$ cat src/rtl/core/pra_pkg.sv
`timescale 1ns / 1ps
`default_nettype none

package pra_pkg;

    // Defaults for the top-level parameters
    localparam int HEAP_PAGES_DEF = 64;
    localparam int SLOT_BITS_DEF  = 32;

    // Fixed field widths
    localparam int CNT_W   = 7;   // count field
    localparam int PAGE_W  = 6;   // page / start_page fields
    localparam int START_W = 6;   // bit position inside a slot (slot width up to 64)

    // Request kinds carried on tuser
    localparam logic OP_ALLOC = 1'b0;
    localparam logic OP_FREE  = 1'b1;

    // First-fit search result for one slot
    typedef struct packed {
        logic               found;
        logic [START_W-1:0] start;
    } t_fit;

endpackage

`default_nettype wire

$ cat src/rtl/core/pra_run_find.sv
`timescale 1ns / 1ps
`default_nettype none

// First-fit search for a run of set bits of a given length inside one slot.
// A run of length n is built from power-of-two run masks:
// R(2^j + L)[b] = R(2^j)[b] & R(L)[b + 2^j], so every shift is a constant.
// The accumulated masks carry one extra position just past the slot, where
// only the empty run exists, so runs that end on the last bit are found.
module pra_run_find #(
    parameter int SLOT_BITS = pra_pkg::SLOT_BITS_DEF
) (
    input  logic [SLOT_BITS-1:0]      i_word,
    input  logic [pra_pkg::CNT_W-1:0] i_cnt,
    output pra_pkg::t_fit             o_fit
);
    import pra_pkg::*;

    logic [SLOT_BITS-1:0] w_pow [CNT_W+1];  // runs of length 2^j start here
    logic [SLOT_BITS:0]   w_acc [CNT_W+1];  // runs of the low j bits of count
    logic [SLOT_BITS-1:0] w_hit;

    // Run masks, one doubling step per count bit
    always_comb begin
        w_pow[0] = i_word;
        w_acc[0] = '1;
        for (int j = 0; j < CNT_W; j++) begin
            w_pow[j+1] = w_pow[j] & (w_pow[j] >> (1 << j));
            w_acc[j+1] = i_cnt[j] ? ({1'b0, w_pow[j]} & (w_acc[j] >> (1 << j))) : w_acc[j];
        end
    end

    assign w_hit = w_acc[CNT_W][SLOT_BITS-1:0];

    // Lowest start position wins
    always_comb begin
        o_fit.found = |w_hit;
        o_fit.start = '0;
        for (int i = SLOT_BITS - 1; i >= 0; i--) begin
            if (w_hit[i]) begin
                o_fit.start = START_W'(i);
            end
        end
    end

endmodule

`default_nettype wire

$ cat src/rtl/core/page_run_allocator_core.sv
`timescale 1ns / 1ps
`default_nettype none

// Page run allocator. Each request on the slave stream (tuser = op, 0 allocate,
// 1 free) gives exactly one response on the master stream. Allocation draws
// from a bump counter while the whole run fits; after that the counter sits at
// HEAP_PAGES and a first-fit search runs over the freed-page bitmap, one slot
// of SLOT_BITS pages at a time, and only finds runs inside one slot. Free sets
// the bitmap bits of the given pages; pages beyond the heap are ignored. One
// request is handled at a time. From S_DECIDE, a bump allocation, a zero
// count or a run longer than a slot goes straight to S_RESP; a bitmap search
// steps through S_RD, S_EV and S_FIT per slot scanned (read wait, search,
// write-back through the single-port bitmap memory with its registered read);
// a free steps through S_RD and S_EV per slot read, reading every slot that
// begins below the end of the run plus the following slot when there is one.
// S_RESP loads the response register once that register is free, so a
// response held by the master stream delays the next load. The next request
// is accepted as soon as the response is in the output register.
module page_run_allocator_core #(
    parameter int HEAP_PAGES = pra_pkg::HEAP_PAGES_DEF,
    parameter int SLOT_BITS  = pra_pkg::SLOT_BITS_DEF
) (
    input  logic        i_clk,
    input  logic        i_rst_n,
    input  logic        s_axis_tvalid,
    output logic        s_axis_tready,
    input  logic [15:0] s_axis_tdata,   // [6:0] count, [12:7] start_page
    input  logic        s_axis_tuser,   // [0] op
    output logic        m_axis_tvalid,
    input  logic        m_axis_tready,
    output logic [7:0]  m_axis_tdata,   // [5:0] page
    output logic        m_axis_tuser    // [0] ok
);
    import pra_pkg::*;

    localparam int NUM_SLOTS = (HEAP_PAGES + SLOT_BITS - 1) / SLOT_BITS;
    localparam int SW        = (NUM_SLOTS > 1) ? $clog2(NUM_SLOTS) : 1;
    localparam int BW        = $clog2(HEAP_PAGES + 1);
    localparam int AW        = $clog2(HEAP_PAGES + SLOT_BITS);
    localparam int EW        = (AW > 8) ? AW : 8;
    localparam int SUMW      = ((BW > CNT_W) ? BW : CNT_W) + 1;

    typedef enum logic [5:0] {
        S_IDLE   = 6'b000001,
        S_DECIDE = 6'b000010,
        S_RD     = 6'b000100,
        S_EV     = 6'b001000,
        S_FIT    = 6'b010000,
        S_RESP   = 6'b100000
    } t_state;

    t_state               r_state, n_state;
    logic                 r_op, n_op;
    logic [CNT_W-1:0]     r_cnt, n_cnt;
    logic [PAGE_W-1:0]    r_first, n_first;
    logic [EW-1:0]        r_end, n_end;
    logic [BW-1:0]        r_bump, n_bump;
    logic [SW-1:0]        r_slot, n_slot;
    logic [EW-1:0]        r_base, n_base;
    logic [NUM_SLOTS-1:0] r_valid, n_valid;
    t_fit                 r_fit, n_fit;
    logic [SLOT_BITS-1:0] r_word, n_word;
    logic [PAGE_W-1:0]    r_res_page, n_res_page;
    logic                 r_res_ok, n_res_ok;
    logic                 r_out_valid, n_out_valid;
    logic [PAGE_W-1:0]    r_out_page, n_out_page;
    logic                 r_out_ok, n_out_ok;

    // Bitmap memory
    logic [SLOT_BITS-1:0] mem [NUM_SLOTS];
    logic [SLOT_BITS-1:0] r_rdata;
    logic                 r_rd_vld;

    logic                 w_accept;
    logic [SLOT_BITS-1:0] w_word;
    t_fit                 w_fit;
    logic [SUMW-1:0]      w_sum;
    logic                 w_fits;
    logic [EW-1:0]        w_end_raw;
    logic [SLOT_BITS-1:0] w_fmask;
    logic [SLOT_BITS-1:0] w_amask;
    logic [7:0]           w_alo;
    logic [7:0]           w_ahi;
    logic                 w_last;
    logic                 w_we;
    logic [SLOT_BITS-1:0] w_wdata;

    assign s_axis_tready = (r_state == S_IDLE);
    assign w_accept      = s_axis_tvalid && s_axis_tready;

    // Never-written slots read as empty
    assign w_word = r_rd_vld ? r_rdata : '0;

    pra_run_find #(
        .SLOT_BITS(SLOT_BITS)
    ) u_find (
        .i_word(w_word),
        .i_cnt (r_cnt),
        .o_fit (w_fit)
    );

    // Bump path check, unclipped end of a free run and last-slot flag
    assign w_sum     = SUMW'(r_bump) + SUMW'(r_cnt);
    assign w_fits    = (w_sum <= SUMW'(HEAP_PAGES));
    assign w_end_raw = EW'(r_first) + EW'(r_cnt);
    assign w_last    = (r_slot == SW'(NUM_SLOTS - 1));

    // Free mask: pages of this slot inside [first, end)
    always_comb begin
        for (int i = 0; i < SLOT_BITS; i++) begin
            w_fmask[i] = ((r_base + EW'(i)) >= EW'(r_first)) &&
                         ((r_base + EW'(i)) < r_end);
        end
    end

    // Allocate mask: bits [start, start + count) of this slot
    assign w_alo = 8'(r_fit.start);
    assign w_ahi = w_alo + 8'(r_cnt);
    always_comb begin
        for (int i = 0; i < SLOT_BITS; i++) begin
            w_amask[i] = (8'(i) >= w_alo) && (8'(i) < w_ahi);
        end
    end

    // Request sequencer
    always_comb begin
        n_state     = r_state;
        n_op        = r_op;
        n_cnt       = r_cnt;
        n_first     = r_first;
        n_end       = r_end;
        n_bump      = r_bump;
        n_slot      = r_slot;
        n_base      = r_base;
        n_valid     = r_valid;
        n_fit       = r_fit;
        n_word      = r_word;
        n_res_page  = r_res_page;
        n_res_ok    = r_res_ok;
        n_out_valid = r_out_valid && !m_axis_tready;
        n_out_page  = r_out_page;
        n_out_ok    = r_out_ok;
        w_we        = 1'b0;
        w_wdata     = '0;

        unique case (r_state)
            S_IDLE: begin
                if (w_accept) begin
                    n_op    = s_axis_tuser;
                    n_cnt   = s_axis_tdata[6:0];
                    n_first = s_axis_tdata[12:7];
                    n_state = S_DECIDE;
                end
            end
            S_DECIDE: begin
                n_slot     = '0;
                n_base     = '0;
                n_res_page = '0;
                if (r_op == OP_FREE) begin
                    n_res_ok = 1'b1;
                    n_end    = (w_end_raw < EW'(HEAP_PAGES)) ? w_end_raw : EW'(HEAP_PAGES);
                    n_state  = S_RD;
                end else if (r_cnt == '0) begin
                    n_res_ok = 1'b0;
                    n_state  = S_RESP;
                end else if (w_fits) begin
                    n_res_page = PAGE_W'(r_bump);
                    n_res_ok   = 1'b1;
                    n_bump     = BW'(w_sum);
                    n_state    = S_RESP;
                end else begin
                    n_bump   = BW'(HEAP_PAGES);
                    n_res_ok = 1'b0;
                    if (8'(r_cnt) > 8'(SLOT_BITS)) begin
                        n_state = S_RESP;
                    end else begin
                        n_state = S_RD;
                    end
                end
            end
            S_RD: begin
                // memory read of r_slot in flight
                n_state = S_EV;
            end
            S_EV: begin
                if (r_op == OP_FREE) begin
                    if (r_base >= r_end) begin
                        n_state = S_RESP;
                    end else begin
                        w_we            = 1'b1;
                        w_wdata         = w_word | w_fmask;
                        n_valid[r_slot] = 1'b1;
                        if (w_last) begin
                            n_state = S_RESP;
                        end else begin
                            n_slot  = r_slot + SW'(1);
                            n_base  = r_base + EW'(SLOT_BITS);
                            n_state = S_RD;
                        end
                    end
                end else begin
                    n_fit   = w_fit;
                    n_word  = w_word;
                    n_state = S_FIT;
                end
            end
            S_FIT: begin
                if (r_fit.found) begin
                    w_we            = 1'b1;
                    w_wdata         = r_word & ~w_amask;
                    n_valid[r_slot] = 1'b1;
                    n_res_page      = PAGE_W'(r_base + EW'(r_fit.start));
                    n_res_ok        = 1'b1;
                    n_state         = S_RESP;
                end else if (w_last) begin
                    n_state = S_RESP;
                end else begin
                    n_slot  = r_slot + SW'(1);
                    n_base  = r_base + EW'(SLOT_BITS);
                    n_state = S_RD;
                end
            end
            S_RESP: begin
                if (!r_out_valid || m_axis_tready) begin
                    n_out_valid = 1'b1;
                    n_out_page  = r_res_page;
                    n_out_ok    = r_res_ok;
                    n_state     = S_IDLE;
                end
            end
            default: begin
                n_state = S_IDLE;
            end
        endcase
    end

    // Control registers
    always_ff @(posedge i_clk) begin
        if (!i_rst_n) begin
            r_state     <= S_IDLE;
            r_bump      <= '0;
            r_valid     <= '0;
            r_out_valid <= 1'b0;
            r_rd_vld    <= 1'b0;
        end else begin
            r_state     <= n_state;
            r_bump      <= n_bump;
            r_valid     <= n_valid;
            r_out_valid <= n_out_valid;
            r_rd_vld    <= r_valid[r_slot];
        end
    end

    // Payload registers
    always_ff @(posedge i_clk) begin
        r_op       <= n_op;
        r_cnt      <= n_cnt;
        r_first    <= n_first;
        r_end      <= n_end;
        r_slot     <= n_slot;
        r_base     <= n_base;
        r_fit      <= n_fit;
        r_word     <= n_word;
        r_res_page <= n_res_page;
        r_res_ok   <= n_res_ok;
        r_out_page <= n_out_page;
        r_out_ok   <= n_out_ok;
    end

    // Bitmap memory, one port, registered read
    always_ff @(posedge i_clk) begin
        if (w_we) begin
            mem[r_slot] <= w_wdata;
        end
        r_rdata <= mem[r_slot];
    end

    assign m_axis_tvalid = r_out_valid;
    assign m_axis_tdata  = {{(8 - PAGE_W){1'b0}}, r_out_page};
    assign m_axis_tuser  = r_out_ok;

    // Checks
    a_bump_bound: assert property (@(posedge i_clk) disable iff (!i_rst_n)
        r_bump <= BW'(HEAP_PAGES))
        else $error("bump count above heap size");

    a_fit_in_slot: assert property (@(posedge i_clk) disable iff (!i_rst_n)
        (r_state == S_FIT && r_fit.found) |-> (w_ahi <= 8'(SLOT_BITS)))
        else $error("allocated run leaves its slot");

    a_resp_out: assert property (@(posedge i_clk) disable iff (!i_rst_n)
        (r_state == S_RESP && (!r_out_valid || m_axis_tready)) |=> m_axis_tvalid)
        else $error("response not presented");

    a_wr_valid: assert property (@(posedge i_clk) disable iff (!i_rst_n)
        w_we |=> r_valid[$past(r_slot)])
        else $error("written slot not marked valid");

endmodule

`default_nettype wire

$ cat config.mk
export PLATFORM = sky130hd
export DESIGN_NAME = page_run_allocator_core
export DESIGN_NICKNAME = d
export VERILOG_FILES = /design/src/rtl/core/pra_pkg.sv /design/src/rtl/core/pra_run_find.sv /design/src/rtl/core/page_run_allocator_core.sv
export SDC_FILE = /design/constraint.sdc
export NUM_CORES = 1
export LEC_CHECK = 0
export BUFFER_PORTS_ARGS = -buffer_cell sky130_fd_sc_hd__clkbuf_2
export CAP_MARGIN = 20
export CORE_UTILIZATION = 63
export CTS_CLUSTER_DIAMETER = 60
export DETAILED_ROUTE_END_ITERATION = 8
export PLACE_DENSITY_LB_ADDON = 0.08
export SETUP_SLACK_MARGIN = 0.5
export SLEW_MARGIN = 20
export SYNTH_ARGS = -nofsm -noshare
export SYNTH_HDL_FRONTEND = slang
export SYNTH_SLANG_ARGS = --single-unit
export TNS_END_PERCENT = 50
$ cat constraint.sdc
create_clock -name i_clk -period 5.4 [get_ports i_clk]
set_input_delay 0 -clock i_clk [delete_from_list [all_inputs] [get_ports i_clk]]
set_output_delay 0 -clock i_clk [all_outputs]
set_load 0.005 [all_outputs]
== Yosys cells after proc, flatten, opt, wreduce, memory -nomap -nowiden ==
Memory sizes are Yosys's and may differ from the RTL's. A register that Yosys moved wholly into a read port is not among the register bits.
Index checks and enable logic that the tools add are counted.
W data, S select, Z words.
Word-level totals
  register bits after elaboration: 101
  bits in latches: 0
  RAM bits: 64
  ROM bits: 0
  bits of input ports: 21
  output and inout bits: 11
  logic and storage cells: 403
  memories: 1
Memories
  mem: words 2, width 32, rd ports 1, clocked after memory_dff 1, wr ports 1, RTL line page_run_allocator_core.sv:70  | logic [SLOT_BITS-1:0] mem [NUM_SLOTS];
Cells by class
  add/sub/neg operators: 37
  multipliers: 0
  div/mod/pow operators: 0
  $lt $le $gt $ge: 134
  eq/ne operators: 12
  shifts and indexed selects: 0
  mux-type cells: 91
  bitwise operators: 16
  reduce and logical (&&, ||, !) cells: 89
Operators by type and width (number)
  $ge A8 B6 Y1: 32
  $lt A8 B8 Y1: 32
  $mux W32: 6
  $mux W33: 5
  $add A8 B5 Y8 const B: 16
  $lt A5 B8 Y1 const A: 16
  $ge A5 B6 Y1 const A: 16
  $mux W6: 14
  $mux W5: 16
  $logic_and A1 B1 Y1: 67
  $add A8 B4 Y8 const B: 8
  $and A32 B31 Y32: 2
  $lt A4 B8 Y1 const A: 8
  $pmux W32 S2: 1
  $ge A4 B6 Y1 const A: 8
  $pmux W6 S6: 1
  $add A8 B3 Y8 const B: 4
  $and A32 B1 Y32: 1
  $and A32 B16 Y32: 1
  $and A32 B17 Y32: 1
  $and A32 B24 Y32: 1
  $and A32 B25 Y32: 1
  $and A32 B28 Y32: 1
  $and A32 B29 Y32: 1
  other kinds (59): 120

== Longest topological paths before layout ==
  word-level depth: 44
  gate-level depth with buffers: 14
  mapped depth without buffers: 13

== Cells and area by module ==
A second synthesis with hierarchy kept.
Second synthesis, totals
  cell total of the unflattened synthesis: 1296
  area total of the unflattened synthesis: 12366.9 um^2
By module, submodules not included
  page_run_allocator_core: instances 1, cells an instance 806, area an instance 9323.9 um^2, sequential area each 5275.1 um^2
  pra_run_find: instances 1, cells an instance 490, area an instance 3042.9 um^2, sequential area each 0.0 um^2

== Least setup slack after synthesis ==
No wires, ideal clock.
  path type: register to register
  start: register r_base[6]
  end: memory mem[1][0] in the netlist's numbering (enable)
  setup time: 473 ps
  data arrival time: 3889 ps
  data required time: 4927 ps
  path slack: 1038 ps
  cell stages (with the launch flop): 7
  buffers on the path: 0
  clock period less this slack: 4362 ps
  path through: edfxtp_1 > ha_1 > a21o_1 > a21oi_1 > o21a_1 > nand2_1 > a21boi_0
Between the ends
  longest elaborated chain between the ends: 6
Ends and longest elaborated chain
  start, declared: RTL line page_run_allocator_core.sv:59  | logic [EW-1:0] r_base, n_base;
  start signal, assigned: RTL line page_run_allocator_core.sv:261  | r_base <= n_base;
  $ge A8 B8 Y1: RTL line page_run_allocator_core.sv:187  | if (r_base >= r_end) begin
  $mux W1: RTL line page_run_allocator_core.sv:187
  $mux W1: RTL line page_run_allocator_core.sv:186  | if (r_op == OP_FREE) begin
  $pmux W1 S2: RTL line page_run_allocator_core.sv:146  | unique case (r_state)
  $mux W1: RTL line page_run_allocator_core.sv:272  | if (w_we) begin
  $mux W1 (not written as such): RTL line page_run_allocator_core.sv:273  | mem[r_slot] <= w_wdata;
  end, declared: RTL line page_run_allocator_core.sv:70
Every way passes these cells.

==> flow_summary_export.csv <==
group,metric,value,unit
drt,antenna_left,0,
grt,grt_pass1_wl,57800,um
critical_path,critPathKind,"reg -> reg",
grt,grt_pass1_vias,9675,
placed_design,post-place-ws,1.36,ns
clock_network,clockRootBuffer,"clkbuf_16",
final_layout,fin_area,0.0126,mm2
clock_network,cts.path.max_buffers,2,
sta,fin_crit,4.22,ns
placed_design,io_buffer_count,26,
die,start_util,64.2,%
sta,rsz0062_at_grt,"false",
sta,tightest_slew,1.08,ns
sta,max-slew-margin-rel,27.4,%
synthesis,netlist_area,0.0115,mm2
grt,grt-ovfl-total,0,
critical_path,cp.required,5.52,ns
clock_network,clk_pin_slew,0.09,ns
synthesis,synth_cells,1233,
pwr,irDropWorstVdd,0.000362,V
sta,fmax,0.237,GHz
clock_network,cts.sinks,191,
drt,wl_met2,16500,um
die,fp.dieH,137,um
synthesis,yosysSeqAreaShare,45.7,%
clock_network,cts.htree.levels,4,
drt,drc,0,
drt,routed.top_layer,"met4",
grt,grt_max_degree,55,
final_layout,fin_nets,1290,
sta,drv_slew,0,
critical_path,reg2reg_slack,1.18,ns
critical_path,critPathMaxStageDelay,0.99,ns
die,die_x,137,um
drt,drtIter0Drc,1924,
die,dieArea,0.0188,mm2
critical_path,critPathMaxFanout,18,
critical_path,end_kind,"register",
sta,finalSetupViolations,0,
drt,wl_met1,15400,um
critical_path,slowest_stage,"edfxtp_1",
critical_path,ff2ff_path_depth,9,
clock_network,cts_buffers,17,
synthesis,synth_cell_types,86,
die,coreArea,0.0179,mm2
clock_network,cts_tree,"done",
critical_path,r2r_start,"r_cnt[0]",
sta,finalHoldViolations,0,
drt,wire_per_inst,25.8,um
placed_design,dp_cells,1435,
worst_hold_path,min_to,"r_op",
critical_path,crit_chain,"inv_1 > o21ai_0 > a221o_1 > nand2_1 > o311ai_0 > a21boi_0 > nand2_1 > nor3b_1 > nand3_1",
pwr,leakage,4.33,nW
drt,via_per_inst,7.16,
pwr,total_power,0.00334,W
grt,antenna_found_initial,1,
final_layout,drive_gt1_share,10.7,%
sta,post-route-period-util,78.1,%
sta,fin_skew,0.0130,ns
synthesis,synth_edf_count,142,
synthesis,postSynthAreaPerCell,9.32,um2
run,drv_cap,0,
grt,grtUsageTotal,42.2,%
die,ios,32,
critical_path,cp-start-kind,"register",
final_layout,layout.cells.non_filler,1485,
critical_path,crit_arrival,4.34,ns
drt,drtPass1Iterations,9,
drt,wirelength,38300,um
status,status,"completed",
die,rows,49,
synthesis,ys_warn_count,0,
synthesis,ys.flop_type,"edfxtp_1",
sta,setup_ws,1.18,ns
critical_path,worst_path_most_repeated_cell,"nand2_1",
drt,route.vias.total,10600,
clock_network,worstSkewPairLatency,0.45,ns
sta,fin_tns_setup,0,ns
synthesis,synth-seq-cells,191,
synthesis,ys_async_sr_fraction,0,%
worst_hold_path,min_path_cells,2,
placed_design,gp_congestion,1.06,
final_layout,nFillCells,1355,
final_layout,syn2layout_area_growth,9.71,%
placed_design,dp_hpwl,27300,um
drt,dr_wl_met3,4720,um
worst_hold_path,min_from,"s_axis_tuser",
placed_design,placed_area,0.0118,mm2
critical_path,timing.rr.end,"r_fit[6]",
pwr,power_density,265,mW/mm2
clock_network,postCtsSetupBuffers,0,
final_layout,antenna-diode-count,0,
worst_hold_path,worstHoldPathType,"in -> reg",
==> worst max-delay path by stage <==
stage	startpoint	cells past startpoint	to	slack [ns]
3_3_place_gp	r_cnt[0]	9	r_fit[6]	1.49
5_1_grt	r_cnt[0]	9	mem[0][0]	0.94
2_1_floorplan	r_base[6]	6	mem[1][0]	1.04
6_report	r_cnt[0]	9	r_fit[6]	1.18
4_1_cts	r_cnt[0]	9	mem[1][0]	1.34
3_5_place_dp	r_cnt[0]	9	mem[0][0]	1.36
==> per-layer routing <==
metal | vias to the layer above | global-route usage [%]
li1 | 4671 | -
met1 | 5030 | 58.6
met2 | 797 | 61.8
met3 | 133 | 11.2
met4 | 0 | 18.6
met5 | - | 0
==> metrics by stage <==
step	utilization (%)	hold WS [ns]
after global routing	70.4	0.262
final	70.4	0.252
after detailed placement	65.7	0.179
after floorplan	-	0.0989
after CTS	70.3	0.254
after global placement	65.7	0.176
==> synth_stat cells, types with 15 or more instances <==
cell type | n | share of area, %
inv_1 | 52 | 1.7
a32o_1 | 17 | 1.5
o21ai_0 | 91 | 4.0
nor2_1 | 98 | 3.2
a21o_1 | 16 | 1.0
mux2_2 | 33 | 3.2
nand2_1 | 123 | 4.0
nor2b_1 | 15 | 0.82
a31oi_1 | 18 | 0.98
clkbuf_1 | 53 | 1.7
nand2b_1 | 24 | 1.3
dfxtp_1 | 49 | 8.5
a221oi_1 | 19 | 1.4
and2_1 | 20 | 1.1
edfxtp_1 | 142 | 37
nor3_1 | 37 | 1.6
and3_1 | 16 | 0.87
a21oi_1 | 62 | 2.7
o22ai_1 | 25 | 1.4
ha_1 | 23 | 2.5
nand3_1 | 55 | 2.4
nand4_1 | 21 | 1.1
==> cell usage in the layout, fill, tap and decap left out, types with 17 or more instances in the layout <==
cell type	synthesis	routed
edfxtp_1	142	142
nand2_1	123	123
nor2_1	98	97
o21ai_0	91	91
a21oi_1	62	61
nand3_1	55	55
inv_1	52	52
dfxtp_1	49	49
nor3_1	37	36
mux2_2	33	33
clkbuf_2	0	26
o22ai_1	25	25
nand2b_1	24	24
ha_1	23	23
nand4_1	21	21
and2_1	20	20
a221oi_1	19	19
a31oi_1	18	18
a32o_1	17	17
clkbuf_16	0	17
dlygate4sd3_1	0	17
==> cell families after synthesis <==
| group | synth area share [%] |
|---|---|
| other | 0.0326 |
| DFF | 45.7 |
| AOI/OAI and AO/OA | 21.8 |
| buffers and inverters | 4.23 |
| muxes | 3.50 |
| adders and majority gates | 3.03 |
| and+or+nand+nor | 20.7 |
| xor gates and xnor gates | 1.07 |
==> power by group <==
part | leakage [nW] | total [W] | switching, W | internal, W
registers | 1.52 | 0.00162 | 0.0000373 | 0.00158
clock network | 0.307 | 0.00135 | 0.000702 | 0.000650
logic | 2.51 | 0.000368 | 0.000246 | 0.000122
total | 4.33 | 0.00334 | 0.000985 | 0.00235
==> flip-flops by register name, indices dropped and copies added, names as in the netlist, 2 cells and up <==
register / cells
r_word: 32
r_cnt: 7
r_out_page: 6
r_end: 8
mem: 64
r_valid: 2
r_bump: 7
r_rdata: 32
r_first: 6
r_state: 6
r_fit: 6
r_base: 3
r_res_page: 6
==> critical path: cells and delay by family (launching register included) <==
family,cells,cell delay (ns)
buffers and inverters,1,0.56
and+or+nand+nor,4,0.96
AOI/OAI and AO/OA,4,1.37
DFF,1,0.99
==> cell type report <==
| type | instances | area [um2] | area share, % |
|---|---|---|---|
| clock inverters | 15 | 218 | 1.73 |
| clock buffers | 17 | 425 | 3.38 |
| flip-flops and latches | 191 | 5250 | 41.6 |
| multi-input cells | 922 | 5800 | 46.0 |
| inverters | 52 | 195 | 1.55 |
| repair buffers | 59 | 433 | 3.44 |
| well taps | 229 | 287 | 2.27 |
==> repair_timing <==
item,4_1_cts,5_1_grt
hold buffers,17,0
hold endpoints to repair,21,0
gates resized for setup,0,0
setup endpoints to repair,0,0
No activity file was read; power rests on OpenSTA's default activity.
